--- src/hw/rtl/ts_cc_pkg.sv ---
// ----------------------------------------------------------------------------
// ts_cc_pkg
// Shared types and constants of the transport stream continuity checker:
// header field layout, result codes and the lookup result handed between
// the table sequencer and the top level.
// ----------------------------------------------------------------------------
`default_nettype none

package ts_cc_pkg;

    localparam int unsigned HDR_W   = 32;
    localparam int unsigned PID_W   = 13;
    localparam int unsigned CC_W    = 4;
    localparam int unsigned STAT_W  = 3;
    localparam int unsigned TOT_W   = 32;
    localparam int unsigned OUT_W   = STAT_W + CC_W + TOT_W + TOT_W + 1;

    localparam logic [7:0]       SYNC_BYTE = 8'h47;
    localparam logic [PID_W-1:0] NULL_PID  = 13'h1FFF;
    localparam logic [PID_W-1:0] ZERO_PID  = 13'h0000;

    typedef enum logic [STAT_W-1:0] {
        ST_SKIPPED   = 3'd0,
        ST_NEW       = 3'd1,
        ST_IN_ORDER  = 3'd2,
        ST_CC_ERROR  = 3'd3,
        ST_UNCHECKED = 3'd4,
        ST_BAD_SYNC  = 3'd5,
        ST_FULL      = 3'd6
    } t_status;

    typedef struct packed {
        logic            found;
        logic            full;
        logic [CC_W-1:0] stored_cc;
    } t_lookup;

    function automatic logic [7:0] hdr_sync(input logic [HDR_W-1:0] hdr);
        return hdr[31:24];
    endfunction

    function automatic logic [PID_W-1:0] hdr_pid(input logic [HDR_W-1:0] hdr);
        return hdr[20:8];
    endfunction

    function automatic logic hdr_payload(input logic [HDR_W-1:0] hdr);
        return hdr[4];
    endfunction

    function automatic logic [CC_W-1:0] hdr_cc(input logic [HDR_W-1:0] hdr);
        return hdr[3:0];
    endfunction

endpackage

`default_nettype wire

--- src/hw/rtl/ts_cc_table.sv ---
// ----------------------------------------------------------------------------
// ts_cc_table
// PID and continuity counter table: one write port with separate enables for
// the PID and counter halves, one registered read port.
// ----------------------------------------------------------------------------
`default_nettype none

module ts_cc_table
    import ts_cc_pkg::*;
#(
    parameter int unsigned DEPTH = 16,
    parameter int unsigned IDX_W = 4
) (
    input  wire logic             i_clk,
    input  wire logic             i_pid_we,
    input  wire logic             i_cc_we,
    input  wire logic [IDX_W-1:0] i_waddr,
    input  wire logic [PID_W-1:0] i_wpid,
    input  wire logic [CC_W-1:0]  i_wcc,
    input  wire logic             i_re,
    input  wire logic [IDX_W-1:0] i_raddr,
    output logic      [PID_W-1:0] o_rpid,
    output logic      [CC_W-1:0]  o_rcc
);

    logic [PID_W-1:0] pid_mem [DEPTH];
    logic [CC_W-1:0]  cc_mem  [DEPTH];

    always_ff @(posedge i_clk) begin
        if (i_pid_we) begin
            pid_mem[i_waddr] <= i_wpid;
        end
        if (i_cc_we) begin
            cc_mem[i_waddr] <= i_wcc;
        end
        if (i_re) begin
            o_rpid <= pid_mem[i_raddr];
            o_rcc  <= cc_mem[i_raddr];
        end
    end

endmodule

`default_nettype wire

--- src/hw/rtl/ts_cc_search.sv ---
// ----------------------------------------------------------------------------
// ts_cc_search
// Table sequencer: scans the filled part of the PID table one entry per
// cycle through the shared compare, then appends a new PID while the table
// has room or rewrites the stored counter of the matching entry.
// ----------------------------------------------------------------------------
`default_nettype none

module ts_cc_search
    import ts_cc_pkg::*;
#(
    parameter int unsigned DEPTH = 16,
    parameter int unsigned IDX_W = 4,
    parameter int unsigned CNT_W = 5
) (
    input  wire logic             i_clk,
    input  wire logic             i_rst_n,
    input  wire logic             i_start,
    input  wire logic [PID_W-1:0] i_pid,
    input  wire logic [CC_W-1:0]  i_cc,
    output logic                  o_done,
    output t_lookup               o_res
);

    typedef enum logic {
        S_IDLE,
        S_SCAN
    } t_state;

    t_state           r_state;
    logic [PID_W-1:0] r_pid;
    logic [CC_W-1:0]  r_cc;
    logic [CNT_W-1:0] r_fill;
    logic [CNT_W-1:0] r_rd_idx;
    logic             r_cmp_valid;
    logic [IDX_W-1:0] r_cmp_idx;

    logic [PID_W-1:0] rpid;
    logic [CC_W-1:0]  rcc;
    logic             more;
    logic             match;
    logic             miss_end;
    logic             full;
    logic             pid_we;
    logic             cc_we;
    logic             re;
    logic [IDX_W-1:0] waddr;

    assign more     = (r_rd_idx < r_fill);
    assign match    = (r_state == S_SCAN) && r_cmp_valid && (rpid == r_pid);
    assign miss_end = (r_state == S_SCAN) && !r_cmp_valid && !more;
    assign full     = (r_fill == CNT_W'(DEPTH));
    assign re       = (r_state == S_SCAN) && more && !match;
    assign cc_we    = match || (miss_end && !full);
    assign pid_we   = miss_end && !full;
    assign waddr    = match ? r_cmp_idx : r_fill[IDX_W-1:0];

    ts_cc_table #(
        .DEPTH (DEPTH),
        .IDX_W (IDX_W)
    ) u_table (
        .i_clk    (i_clk),
        .i_pid_we (pid_we),
        .i_cc_we  (cc_we),
        .i_waddr  (waddr),
        .i_wpid   (r_pid),
        .i_wcc    (r_cc),
        .i_re     (re),
        .i_raddr  (r_rd_idx[IDX_W-1:0]),
        .o_rpid   (rpid),
        .o_rcc    (rcc)
    );

    always_ff @(posedge i_clk) begin
        if (!i_rst_n) begin
            r_state     <= S_IDLE;
            r_fill      <= '0;
            r_rd_idx    <= '0;
            r_cmp_valid <= 1'b0;
            o_done      <= 1'b0;
        end else begin
            o_done <= match || miss_end;
            unique case (r_state)
                S_IDLE: begin
                    if (i_start) begin
                        r_pid       <= i_pid;
                        r_cc        <= i_cc;
                        r_rd_idx    <= '0;
                        r_cmp_valid <= 1'b0;
                        r_state     <= S_SCAN;
                    end
                end
                S_SCAN: begin
                    r_cmp_valid <= re;
                    r_cmp_idx   <= r_rd_idx[IDX_W-1:0];
                    if (re) begin
                        r_rd_idx <= r_rd_idx + CNT_W'(1);
                    end
                    if (match || miss_end) begin
                        o_res.found     <= match;
                        o_res.full      <= miss_end && full;
                        o_res.stored_cc <= rcc;
                        r_state         <= S_IDLE;
                    end
                    if (pid_we) begin
                        r_fill <= r_fill + CNT_W'(1);
                    end
                end
                default: begin
                    r_state <= S_IDLE;
                end
            endcase
        end
    end

endmodule

`default_nettype wire

--- src/hw/rtl/ts_continuity_checker_top.sv ---
// ----------------------------------------------------------------------------
// ts_continuity_checker_top
// Transport stream continuity counter checker, one packet header per transfer.
// ----------------------------------------------------------------------------
// Each input transfer carries the four header bytes of one packet and yields
// exactly one result transfer. Headers that are skipped (checking off, table
// overflowed, PID zero) or have a bad sync byte bypass the table lookup.
// Headers with a PID are looked up in the entries in use of a table of
// TABLE_ENTRIES entries that is read one entry per cycle through a single
// read port; the input is not ready while a header is in work. A finished
// result waits in the output register, and the next header is taken
// meanwhile. PIDs enter the table in arrival order and are never removed;
// once it is full the overflow flag sticks until reset and every later
// header is skipped. The check_enable register is to be written through the
// configuration channel only while the block is idle; the block itself does
// not enforce this.
// ----------------------------------------------------------------------------
`default_nettype none

module ts_continuity_checker_top
    import ts_cc_pkg::*;
#(
    parameter int unsigned TABLE_ENTRIES = 16
) (
    input  wire logic             i_clk,
    input  wire logic             i_rst_n,
    input  wire logic             i_cfg_valid,
    output logic                  o_cfg_ready,
    input  wire logic             i_cfg_data,   // check_enable
    input  wire logic             i_s_tvalid,
    output logic                  o_s_tready,
    input  wire logic [HDR_W-1:0] i_s_tdata,    // header_word
    output logic                  o_m_tvalid,
    input  wire logic             i_m_tready,
    // status[2:0], expected_count[6:3], cc_error_total[38:7],
    // invalid_total[70:39], overflowed[71]
    output logic      [OUT_W-1:0] o_m_tdata
);

    localparam int unsigned IDX_W = (TABLE_ENTRIES > 1) ? $clog2(TABLE_ENTRIES) : 1;
    localparam int unsigned CNT_W = $clog2(TABLE_ENTRIES + 1);

    typedef enum logic [1:0] {
        T_IDLE,
        T_SEARCH,
        T_PUSH
    } t_state;

    t_state           r_state;
    logic             r_en;
    logic             r_ovf;
    logic [TOT_W-1:0] r_err;
    logic [TOT_W-1:0] r_inv;
    logic [HDR_W-1:0] r_hdr;
    t_status          r_p_status;
    logic [CC_W-1:0]  r_p_exp;

    logic             accept;
    logic             start;
    logic             done;
    t_lookup          res;
    logic [CC_W-1:0]  n_exp;
    t_status          n_status;

    assign o_cfg_ready = 1'b1;
    assign o_s_tready  = (r_state == T_IDLE);
    assign accept      = i_s_tvalid && o_s_tready;
    assign start       = accept && r_en && !r_ovf
                         && (hdr_sync(i_s_tdata) == SYNC_BYTE)
                         && (hdr_pid(i_s_tdata) != ZERO_PID);

    ts_cc_search #(
        .DEPTH (TABLE_ENTRIES),
        .IDX_W (IDX_W),
        .CNT_W (CNT_W)
    ) u_search (
        .i_clk   (i_clk),
        .i_rst_n (i_rst_n),
        .i_start (start),
        .i_pid   (hdr_pid(i_s_tdata)),
        .i_cc    (hdr_cc(i_s_tdata)),
        .o_done  (done),
        .o_res   (res)
    );

    assign n_exp = res.stored_cc + CC_W'(1);

    always_comb begin
        priority if (res.found) begin
            if ((hdr_pid(r_hdr) != NULL_PID) && hdr_payload(r_hdr)) begin
                n_status = (n_exp != hdr_cc(r_hdr)) ? ST_CC_ERROR : ST_IN_ORDER;
            end else begin
                n_status = ST_UNCHECKED;
            end
        end else if (res.full) begin
            n_status = ST_FULL;
        end else begin
            n_status = ST_NEW;
        end
    end

    always_ff @(posedge i_clk) begin
        if (!i_rst_n) begin
            r_state    <= T_IDLE;
            r_en       <= 1'b0;
            r_ovf      <= 1'b0;
            r_err      <= '0;
            r_inv      <= '0;
            o_m_tvalid <= 1'b0;
        end else begin
            if (i_cfg_valid) begin
                r_en <= i_cfg_data;
            end
            if (o_m_tvalid && i_m_tready && (r_state != T_PUSH)) begin
                o_m_tvalid <= 1'b0;
            end
            unique case (r_state)
                T_IDLE: begin
                    if (accept) begin
                        r_hdr   <= i_s_tdata;
                        r_p_exp <= '0;
                        priority if (!r_en || r_ovf) begin
                            r_p_status <= ST_SKIPPED;
                            r_state    <= T_PUSH;
                        end else if (hdr_sync(i_s_tdata) != SYNC_BYTE) begin
                            r_inv      <= r_inv + TOT_W'(1);
                            r_p_status <= ST_BAD_SYNC;
                            r_state    <= T_PUSH;
                        end else if (hdr_pid(i_s_tdata) == ZERO_PID) begin
                            r_p_status <= ST_SKIPPED;
                            r_state    <= T_PUSH;
                        end else begin
                            r_state <= T_SEARCH;
                        end
                    end
                end
                T_SEARCH: begin
                    if (done) begin
                        r_p_status <= n_status;
                        r_p_exp    <= res.found ? n_exp : '0;
                        if (n_status == ST_CC_ERROR) begin
                            r_err <= r_err + TOT_W'(1);
                        end
                        if (n_status == ST_FULL) begin
                            r_ovf <= 1'b1;
                        end
                        r_state <= T_PUSH;
                    end
                end
                T_PUSH: begin
                    if (!o_m_tvalid || i_m_tready) begin
                        o_m_tvalid <= 1'b1;
                        o_m_tdata  <= {r_ovf, r_inv, r_err, r_p_exp, r_p_status};
                        r_state    <= T_IDLE;
                    end
                end
                default: begin
                    r_state <= T_IDLE;
                end
            endcase
        end
    end

endmodule

`default_nettype wire

--- config.mk ---
export PLATFORM = sky130hd
export DESIGN_NAME = ts_continuity_checker_top
export DESIGN_NICKNAME = d
export VERILOG_FILES = /design/src/hw/rtl/ts_cc_pkg.sv /design/src/hw/rtl/ts_cc_table.sv /design/src/hw/rtl/ts_cc_search.sv /design/src/hw/rtl/ts_continuity_checker_top.sv
export SDC_FILE = /design/constraint.sdc
export NUM_CORES = 1
export LEC_CHECK = 0
export BUFFER_PORTS_ARGS = -buffer_cell sky130_fd_sc_hd__buf_4
export CAP_MARGIN = 20
export CORE_ASPECT_RATIO = 0.5
export CORE_MARGIN = 2
export CORE_UTILIZATION = 58
export DETAILED_ROUTE_END_ITERATION = 10
export GPL_TIMING_DRIVEN = 0
export PLACE_DENSITY_LB_ADDON = 0.3
export SLEW_MARGIN = 5
export SYNTH_ARGS = -nofsm -noshare
export SYNTH_HDL_FRONTEND = slang
export SYNTH_HIERARCHICAL = 1
export SYNTH_SLANG_ARGS = --single-unit
--- constraint.sdc ---
create_clock -name i_clk -period 21.7 [get_ports i_clk]
set_clock_uncertainty 0.2 [all_clocks]
set_input_delay 3.255 -clock i_clk [delete_from_list [all_inputs] [get_ports i_clk]]
set_output_delay 3.255 -clock i_clk [all_outputs]
set_load 0.02 [all_outputs]
==> results of run 1 <==
[sequential cells by signal, indices dropped and copies added (netlist names), 5 cells and up]
signal	count
u_search/u_table/o_rpid	13
u_search/o_res	6
u_search/r_fill	5
r_hdr	18
u_search/r_rd_idx	5
u_search/r_pid	13
r_err	32
u_search/u_table/cc_mem	64
o_m_tdata	72
u_search/u_table/pid_mem	208
r_inv	32
[power by group]
group / internal [mW] / switching [mW] / total, mW
Clock: 0.385 / 0.326 / 0.711
Combinational: 0.0124 / 0.0199 / 0.0323
Sequential: 1.02 / 0.00240 / 1.03
[layer usage]
| layer | vias to the layer above | wire length (um) | track usage |
|---|---|---|---|
| met5 | - | 0 | 0 |
| met4 | 0 | 927 | 0.0694 |
| met3 | 73 | 3760 | 0.0518 |
| met2 | 620 | 21600 | 0.419 |
| met1 | 5780 | 16400 | 0.318 |
| li1 | 5045 | - | - |
[synthesized netlist by cell type (13+ instances only)]
library cell,instances,area share
a21oi_1,62,0.016
a22oi_1,34,0.013
buf_2,13,0.0034
clkbuf_1,25,0.0049
dfxtp_1,82,0.085
edfxtp_1,413,0.64
inv_1,21,0.0041
mux4_2,65,0.076
nand2_1,66,0.013
nand3_1,30,0.0078
nand4_1,26,0.0084
nor2_1,73,0.014
o21ai_0,42,0.011
o31ai_1,20,0.0078
or3_1,37,0.012
or4_1,19,0.0074
xnor2_1,15,0.0068
xor2_1,14,0.0063
[worst min path at each step]
stage	start	to	slack [ns]	cells after the start
6_report	r_p_status[0]	o_m_tdata[0]	0.22	0
5_1_grt	r_p_exp[1]	o_m_tdata[4]	0.22	0
4_1_cts	r_p_status[0]	o_m_tdata[0]	0.22	0
3_5_place_dp	r_p_status[0]	o_m_tdata[0]	0.20	0
3_3_place_gp	r_p_status[2]	o_m_tdata[2]	0.20	0
2_1_floorplan	r_p_status[0]	o_m_tdata[0]	0.20	0
[critical path, delay by kind of cell]
family / cells / cell delay [ns]
AND/OR/NAND/NOR: 1 / 0.72
buffers and inverters: 6 / 1.27
[through the flow]
stage / hold WS, ns / cells / power (mW) / utilization
floorplan: 0.200 / 1192 / 1.06 / -
global placement: 0.203 / 1738 / 1.08 / 0.628
detailed placement: 0.205 / 1758 / 1.08 / 0.635
CTS: 0.219 / 1833 / 1.78 / 0.673
global route: 0.223 / 1833 / 1.82 / 0.673
finish: 0.219 / 1833 / 1.77 / 0.673
[cell families after synthesis]
kind of cell,after synthesis,share of synthesized area
flops,495,0.726
simple gates,324,0.0930
compound gates,185,0.0588
mux,74,0.0828
buf+inv,73,0.0186
xor+xnor,30,0.0143
fa+ha+maj,10,0.00647
other cells,1,0.000194
[layout make-up]
class	count	area [sq um]
Sequential cell	495	14000
Fill cell	2149	10800
Multi-Input combinational cell	624	4960
Clock buffer	63	1200
Timing Repair Buffer	125	983
Tap cell	441	552
Buffer	51	277
Inverter	22	82.6
Clock inverter	12	73.8
==> flow_summary_export.csv, run 1 <==
group,metric,value,unit
power,p_leak,7.09,nW
drt,firstDrtPassIters,5,
sta,final_max_slew_viol_count,0,
worst_setup_path,critical-path-max-stage-delay,0.72,ns
synthesis,syn_nets,1240,
worst_hold_path,hold_path.class,"flip-flop to flip-flop",
clocking,hold_buffers,0,
sta,layout_min_cycle_time,5.19,ns
floorplanning,die-area,34900,sq um
drt,totalWireLength,42.7,mm
sta,hold_violations,0,
drt,wl_per_cell,23.3,um
drt,dr.first_iter.drc_count,1298,
cells_and_area,final_common_cell,"edfxtp_1",
worst_setup_path,path_cells,"buf_4 -> inv_1 -> clkbuf_1 -> nor3b_2 -> buf_4 -> buf_8 -> buf_6",
placement,place_ws,15.94,ns
drt,drc_errors,0,
placement,gp_congestion,0.857,
worst_setup_path,crit_end,"o_m_tdata[27]",
sta,fin_crit_sh,0.239,
placement,port_buffers,105,
sta,tns,0,ns
cells_and_area,insertedDiodeCount,0,
worst_setup_path,timing.rr.end,"u_search/u_table/pid_mem[15][0]",
sta,max-slew-margin-rel,0.203,
clocking,cts.sinks,495,
cells_and_area,final_cell_mix,"edfxtp_1, buf_4, dfxtp_1",
worst_setup_path,cp-start-kind,"primary input",
clocking,cts_tree,"built",
outcome,outcome,"completed",
synthesis,synthArstFlopShare,0,
floorplanning,die_w,262,um
clocking,cts_max_level,2,
sta,max_freq,0.193,GHz
sta,timing.final.ws_setup,16.51,ns
grt,grt_pass1_vias,11269,
synthesis,ys.warnings.count,6,
clocking,cts-root-buf,"clkbuf_16",
cells_and_area,fin_nets,1410,
placement,dpl-instance-area,20900,sq um
grt,antenna_found_initial,0,
worst_setup_path,reg2reg_depth,7,
worst_setup_path,cp-startpoint,"i_rst_n",
worst_setup_path,path_max_fanout,15,
worst_setup_path,regToRegSetupSlack,17.25,ns
cells_and_area,fin_area,22200,sq um
clocking,cts.clk_slew.worst_paths,0.06,ns
synthesis,syn_inst,1192,
floorplanning,start_util,0.588,
clocking,clkLatencyLatePin,0.56,ns
worst_setup_path,critPathRequiredTime,21.77,ns
synthesis,syn-cell-area,19300,sq um
grt,grt_pass1_wl,64.8,mm
floorplanning,core_area,32900,sq um
clocking,cts_buffers,43,
synthesis,yosysSeqAreaShare,0.726,
grt,overflow,0,
sta,worst_slew_pin_slew,1.18,ns
worst_setup_path,r2r-start,"u_search/r_pid[4]",
drt,ant_nets,0,
floorplanning,row_count,47,
drt,dr_total_vias,11518,
cells_and_area,syn_to_final_growth,14.6,%
job,cap_violations,0,
sta,rsz0062_at_grt,"no",
placement,dpl.hpwl,28.3,mm
synthesis,synth-seq-cells,495,
synthesis,yosys_most_used_dff,"edfxtp_1",
power,powerDensity,79.8,nW/um^2
clocking,cts_buffer_depth,3,
grt,grt_use_total,0.243,
grt,grt_max_degree,20,
synthesis,syn_area_per_cell,16.2,sq um
worst_setup_path,worst_ep_arrival_time,5.26,ns
worst_setup_path,slowest_stage,"nor3b_2",
worst_setup_path,worst_setup_path_end_kind,"flip-flop",
synthesis,synth_edf_count,413,
worst_setup_path,cp_common_cell,"buf_4",
sta,finalSetupViolCount,0,
power,ir_drop,0.0000507,V
worst_setup_path,critPathKind,"primary input to flip-flop",
floorplanning,fp.dieH,133,um
clocking,cts.repair.resized,0,
floorplanning,io_pins,113,
clocking,cts_setup_buffers,0,
cells_and_area,drive_above_1_share,0.209,
synthesis,synth_cell_types,68,
drt,viasPerCell,6.28,
Note: power is estimated with default switching activity, not from simulation.
==> run 2: changes to the inputs <==
==> constraint.sdc (replaced) <==
create_clock -name i_clk -period 5.3 [get_ports i_clk]
set_clock_uncertainty 0.2 [all_clocks]
set_input_delay 0.795 -clock i_clk [delete_from_list [all_inputs] [get_ports i_clk]]
set_output_delay 0.795 -clock i_clk [all_outputs]
set_load 0.02 [all_outputs]
==> run 2 against run 1 <==
- flip-flop and latch count stayed put
- non-clock buffer count is 1 lower
- register-to-register slack worse by 16 ns
- worst setup slack worse by 16 ns
- sequential power grew to 4.1 times the previous value
- clock power grew to 4.1 times the previous value
- sequential share of layout area is 0.096 points lower
- critical path depth is 1 higher
- cell area is 0.15% higher
- critical path type is now flip-flop to flip-flop
- critical endpoint is now u_search/u_table/pid_mem[12][9]
==> flow_summary_export.csv, run 2 (synthesis gave the netlist of run 1 again) <==
group,metric,value,unit
worst_setup_path,r2r-start,"u_search/r_pid[10]",
grt,grt_max_degree,23,
cells_and_area,reg_top3,"u_search/u_table/pid_mem x208, o_m_tdata x72, u_search/u_table/cc_mem x64",
grt,grtUsageMet3,0.0558,
worst_setup_path,critPathRequiredTime,5.36,ns
cells_and_area,seq_area,14000,sq um
cells_and_area,fin_nets,1407,
sta,layout_min_cycle_time,4.32,ns
worst_hold_path,worstHoldStart,"r_p_status[1]",
power,p_leak,7.10,nW
cells_and_area,top_register,"u_search/u_table/pid_mem",
job,cap_violations,0,
drt,wl_per_cell,23.2,um
sta,hold_violations,0,
floorplanning,die-area,34900,sq um
cells_and_area,syn_to_final_growth,14.8,%
clocking,cts.sinks,495,
clocking,cts.repair.resized,0,
sta,finalSetupViolCount,0,
floorplanning,fp.dieH,133,um
power,seqPwrFrac,0.576,
drt,totalWireLength,42.4,mm
clocking,cts_buffers,41,
sta,final_max_slew_viol_count,0,
power,p_clk_frac,0.405,
sta,tns,0,ns
worst_setup_path,critPathKind,"flip-flop to flip-flop",
worst_hold_path,hold_path.class,"flip-flop to flip-flop",
clocking,hold_buffers,0,
outcome,outcome,"completed",
power,p_int,5.87,mW
sta,max-slew-margin-rel,0.240,
floorplanning,core_area,32900,sq um
worst_setup_path,worst_setup_path_end_kind,"flip-flop",
drt,firstDrtPassIters,5,
drt,dr_total_vias,11492,
floorplanning,io_pins,113,
cells_and_area,fillers,2127,
placement,port_buffers,105,
grt,busiest_layer,"met2",
sta,worst_slew_pin_slew,1.13,ns
drt,viasPerCell,6.28,
drt,ant_nets,0,
placement,dpl.hpwl,29.0,mm
sta,rsz0062_at_grt,"no",
worst_setup_path,path_cells,"xor2_1 -> nor4_4 -> and4_1 -> buf_2 -> o21ai_0 -> nand3_1 -> nor2_1 -> buf_6",
drt,drc_errors,0,
sta,max_freq,0.231,GHz
cells_and_area,drive_above_1_share,0.206,
cells_and_area,multiInputGateArea,4960,sq um
clocking,cts_max_level,2,
floorplanning,die_w,262,um
placement,dpl-instance-area,20900,sq um
clocking,clkLatencyLatePin,0.55,ns
power,power_switching,1.42,mW
clocking,cts_setup_buffers,0,
power,combinationalPowerShare,0.018,
cells_and_area,final_cell_mix,"edfxtp_1, buf_4, dfxtp_1",
floorplanning,row_count,47,
grt,antenna_found_initial,0,
grt,met2_usage,0.418,
cells_and_area,fin_util,0.674,
cells_and_area,fin_area,22200,sq um
floorplanning,start_util,0.588,
worst_setup_path,path_max_fanout,17,
sta,timing.final.ws_setup,0.978,ns
grt,overflow,0,
grt,grt_pass1_vias,11343,
clocking,cts.clk_slew.worst_paths,0.06,ns
clocking,cts_tree,"built",
power,ir_drop,0.000211,V
grt,grt_use_total,0.243,
clocking,cts-root-buf,"clkbuf_16",
clocking,cts_buffer_depth,3,
grt,grt_pass1_wl,65.1,mm
cells_and_area,insertedDiodeCount,0,
placement,place_ws,1.19,ns
worst_setup_path,slowest_stage,"o21ai_0",
cells_and_area,final_common_cell,"edfxtp_1",
worst_setup_path,cp-startpoint,"u_search/r_pid[10]",
cells_and_area,largest_reg_flops,208,
placement,gp_congestion,0.856,
worst_setup_path,cp-start-kind,"flip-flop",
worst_setup_path,cp_top_family,"simple AND/OR/NAND/NOR gates",
grt,gr-usage-met1,0.318,
worst_setup_path,worst_ep_arrival_time,4.39,ns
power,switching_share,0.195,
power,powerDensity,328,nW/um^2
sta,fin_crit_sh,0.815,
worst_setup_path,critPathBufInv,2,
drt,dr.first_iter.drc_count,1191,
worst_setup_path,critical-path-max-stage-delay,0.88,ns
run 2: worst paths after layout:
path / slack (ns) / cells after the start / endpoint
min reg2reg: 0.22 / 0 / o_m_tdata[1]
min: 0.22 / 0 / o_m_tdata[1]
max reg2reg: 0.98 / 8 / u_search/u_table/pid_mem[12][9]
max: 0.98 / 8 / u_search/u_table/pid_mem[12][9]
run 2: layout make-up:
type / count / area share
Sequential cell: 495 / 0.632
Multi-Input combinational cell: 624 / 0.223
Clock buffer: 56 / 0.0520
Timing Repair Buffer: 124 / 0.0452
Tap cell: 441 / 0.0248
Buffer: 51 / 0.0125
Clock inverter: 18 / 0.00620
Inverter: 22 / 0.00372
run 2: per-layer routing:
layer  part of all wire  up-vias
met5                  0        -
met4              0.018        0
met3              0.088       66
met2               0.51      611
met1               0.39     5772
li1                   -     5043
run 2: power by group through the flow:
stage                     clock network (mW)  registers (mW)  logic [mW]
after floorplan                            0            4.31      0.0404
after global placement                     0            4.29       0.124
after detailed placement                   0            4.29       0.134
after CTS                               3.00            4.20       0.135
after global routing                    3.15            4.20       0.143
final                                   2.95            4.20       0.134
run 2: metrics by stage:
stage               instances  hold WS (ns)  power, mW
global route             1831         0.217       7.49
global placement         1738         0.203       4.41
CTS                      1831         0.220       7.34
finish                   1831         0.218       7.29
detailed placement       1757         0.205       4.42
floorplan                1192         0.200       4.35
==> run 3: changes to the inputs <==
==> constraint.sdc (replaced) <==
create_clock -name i_clk -period 4 [get_ports i_clk]
set_clock_uncertainty 0.2 [all_clocks]
set_input_delay 0.6 -clock i_clk [delete_from_list [all_inputs] [get_ports i_clk]]
set_output_delay 0.6 -clock i_clk [all_outputs]
set_load 0.02 [all_outputs]
==> run 3 against run 2 <==
- non-clock buffer count increased by 17
- combinational power increased by 33%
- core utilization increased by 0.97 points
- worst setup slack got worse by 0.86 ns
- critical path depth increased by 1
- global-route usage about the same
- sequential share of layout area decreased by 0.89 points
- via count increased by 0.28%
- hold slack got worse by 0.18 ns
- critical path type unchanged
- critical endpoint is now u_search/u_table/pid_mem[4][3]
- largest cell class unchanged
- largest power group unchanged
==> flow_summary_export.csv, run 3 (synthesis gave the netlist of run 1 again) <==
group,metric,value,unit
placement,dpl-instance-area,20900,sq um
sta,max-slew-margin-rel,0.337,
worst_setup_path,critPathKind,"flip-flop to flip-flop",
cells_and_area,reg_top3,"u_search/u_table/pid_mem x208, o_m_tdata x72, u_search/u_table/cc_mem x64",
grt,grt_pass1_wl,65.6,mm
floorplanning,core_area,32900,sq um
grt,overflow,0,
grt,grt_use_total,0.244,
clocking,cts-root-buf,"clkbuf_16",
drt,ant_nets,0,
clocking,cts_tree,"built",
power,p_leak,7.27,nW
clocking,cts_buffer_depth,3,
job,cap_violations,0,
worst_setup_path,cp-start-kind,"flip-flop",
clocking,cts.sinks,495,
worst_setup_path,path_max_fanout,17,
clocking,cts_buffers,42,
grt,grt_pass1_vias,11470,
sta,tns,0,ns
sta,fin_crit_sh,0.970,
cells_and_area,final_cell_mix,"edfxtp_1, buf_4, dfxtp_1",
sta,layout_min_cycle_time,3.88,ns
drt,wl_per_cell,22.9,um
placement,dpl.hpwl,28.1,mm
worst_setup_path,timing.rr.end,"u_search/u_table/pid_mem[4][3]",
floorplanning,io_pins,113,
worst_setup_path,r2r-start,"u_search/r_pid[12]",
outcome,outcome,"completed",
worst_setup_path,worst_setup_path_end_kind,"flip-flop",
cells_and_area,fin_area,22500,sq um
sta,timing.final.ws_setup,0.120,ns
sta,max_freq,0.258,GHz
cells_and_area,drive_above_1_share,0.222,
worst_setup_path,critPathRequiredTime,4.04,ns
floorplanning,start_util,0.588,
worst_hold_path,min_path_cells,1,
worst_hold_path,hold_path.class,"primary input to flip-flop",
power,powerDensity,446,nW/um^2
drt,firstDrtPassIters,5,
sta,worst_slew_pin_slew,0.993,ns
floorplanning,fp.dieH,133,um
cells_and_area,final_common_cell,"edfxtp_1",
sta,hold_violations,0,
drt,dr.first_iter.drc_count,1344,
floorplanning,die_w,262,um
cells_and_area,fin_util,0.684,
worst_setup_path,worst_ep_arrival_time,3.92,ns
sta,final_max_slew_viol_count,0,
grt,grt_max_degree,23,
worst_setup_path,cp-startpoint,"u_search/r_pid[12]",
drt,drc_errors,0,
clocking,clkLatencyLatePin,0.56,ns
cells_and_area,top_register,"u_search/u_table/pid_mem",
placement,port_buffers,105,
clocking,cts_max_level,2,
sta,rsz0062_at_grt,"yes",
power,ir_drop,0.000270,V
drt,totalWireLength,42.5,mm
sta,finalSetupViolCount,0,
placement,gp_congestion,0.870,
cells_and_area,fin_nets,1425,
cells_and_area,syn_to_final_growth,16.4,%
drt,viasPerCell,6.22,
grt,antenna_found_initial,1,
clocking,cts.clk_slew.worst_paths,0.07,ns
cells_and_area,largest_reg_flops,208,
drt,dr_total_vias,11524,
placement,place_ws,-0.347,ns
worst_setup_path,crit_end,"u_search/u_table/pid_mem[4][3]",
worst_setup_path,regToRegSetupSlack,0.12,ns
floorplanning,die-area,34900,sq um
floorplanning,row_count,47,
worst_setup_path,reg2reg_depth,9,
-- run 3: area by class of cell --
type                       count  area (sq um)
clock buffer                  57          1210
timing repair buffer         141          1140
antenna                        1          2.50
fill                        2114         10400
clock inverter                20           245
tap                          441           552
multi-input combinational    624          4970
sequential                   495         14000
buffer                        51           277
inverter                      22          82.6
-- run 3: layer usage --
metal	track usage	up-vias	wire [um]
met5	0	-	0
met4	0.0707	0	1190
met3	0.0475	89	3420
met2	0.413	552	21100
met1	0.326	5793	16800
li1	-	5090	-
-- run 3: how the worst min path moves through the flow --
stage,from,end,slack [ns]
6_report,i_s_tdata[4],r_hdr[4],0.03
3_5_place_dp,u_search/u_table/o_rcc[0],u_search/o_res[0],0.21
4_1_cts,i_s_tdata[4],r_hdr[4],0.02
3_3_place_gp,u_search/u_table/o_rcc[0],u_search/o_res[0],0.20
5_1_grt,i_s_tdata[4],r_hdr[4],0.02
2_1_floorplan,r_p_status[0],o_m_tdata[0],0.20
-- run 3: timing repair --
item	4_1_cts	5_1_grt
pin swaps	0	0
resized for setup	5	3
hold buffers	0	0
endpoints found under the setup margin	104	127
buffers inserted	3	13
-- run 3: report_power, final --
part | internal, mW | switching, mW | total (mW)
clock | 2.51 | 1.79 | 4.30
combinational | 0.0683 | 0.109 | 0.178
sequential | 5.56 | 0.0123 | 5.57
total | 8.14 | 1.91 | 10.0
-- run 3: stage by stage --
stage	std cells	power, mW	hold slack (ns)
final	1852	10.0	0.0344
after global routing	1851	10.3	0.0202
after CTS	1838	10.1	0.0186
after detailed placement	1758	5.86	0.207
after global placement	1738	5.85	0.205
after floorplan	1192	5.76	0.200
-- run 3: critical path: stages (launching register included) --
cell and delay [ns]:
edfxtp_1 0.65, xnor2_1 0.34, nor4b_4 0.34, and4_1 0.24
buf_2 0.20, o21ai_0 0.18, or2_2 0.32, clkbuf_1 0.30
nor2_1 0.48, buf_4 0.30
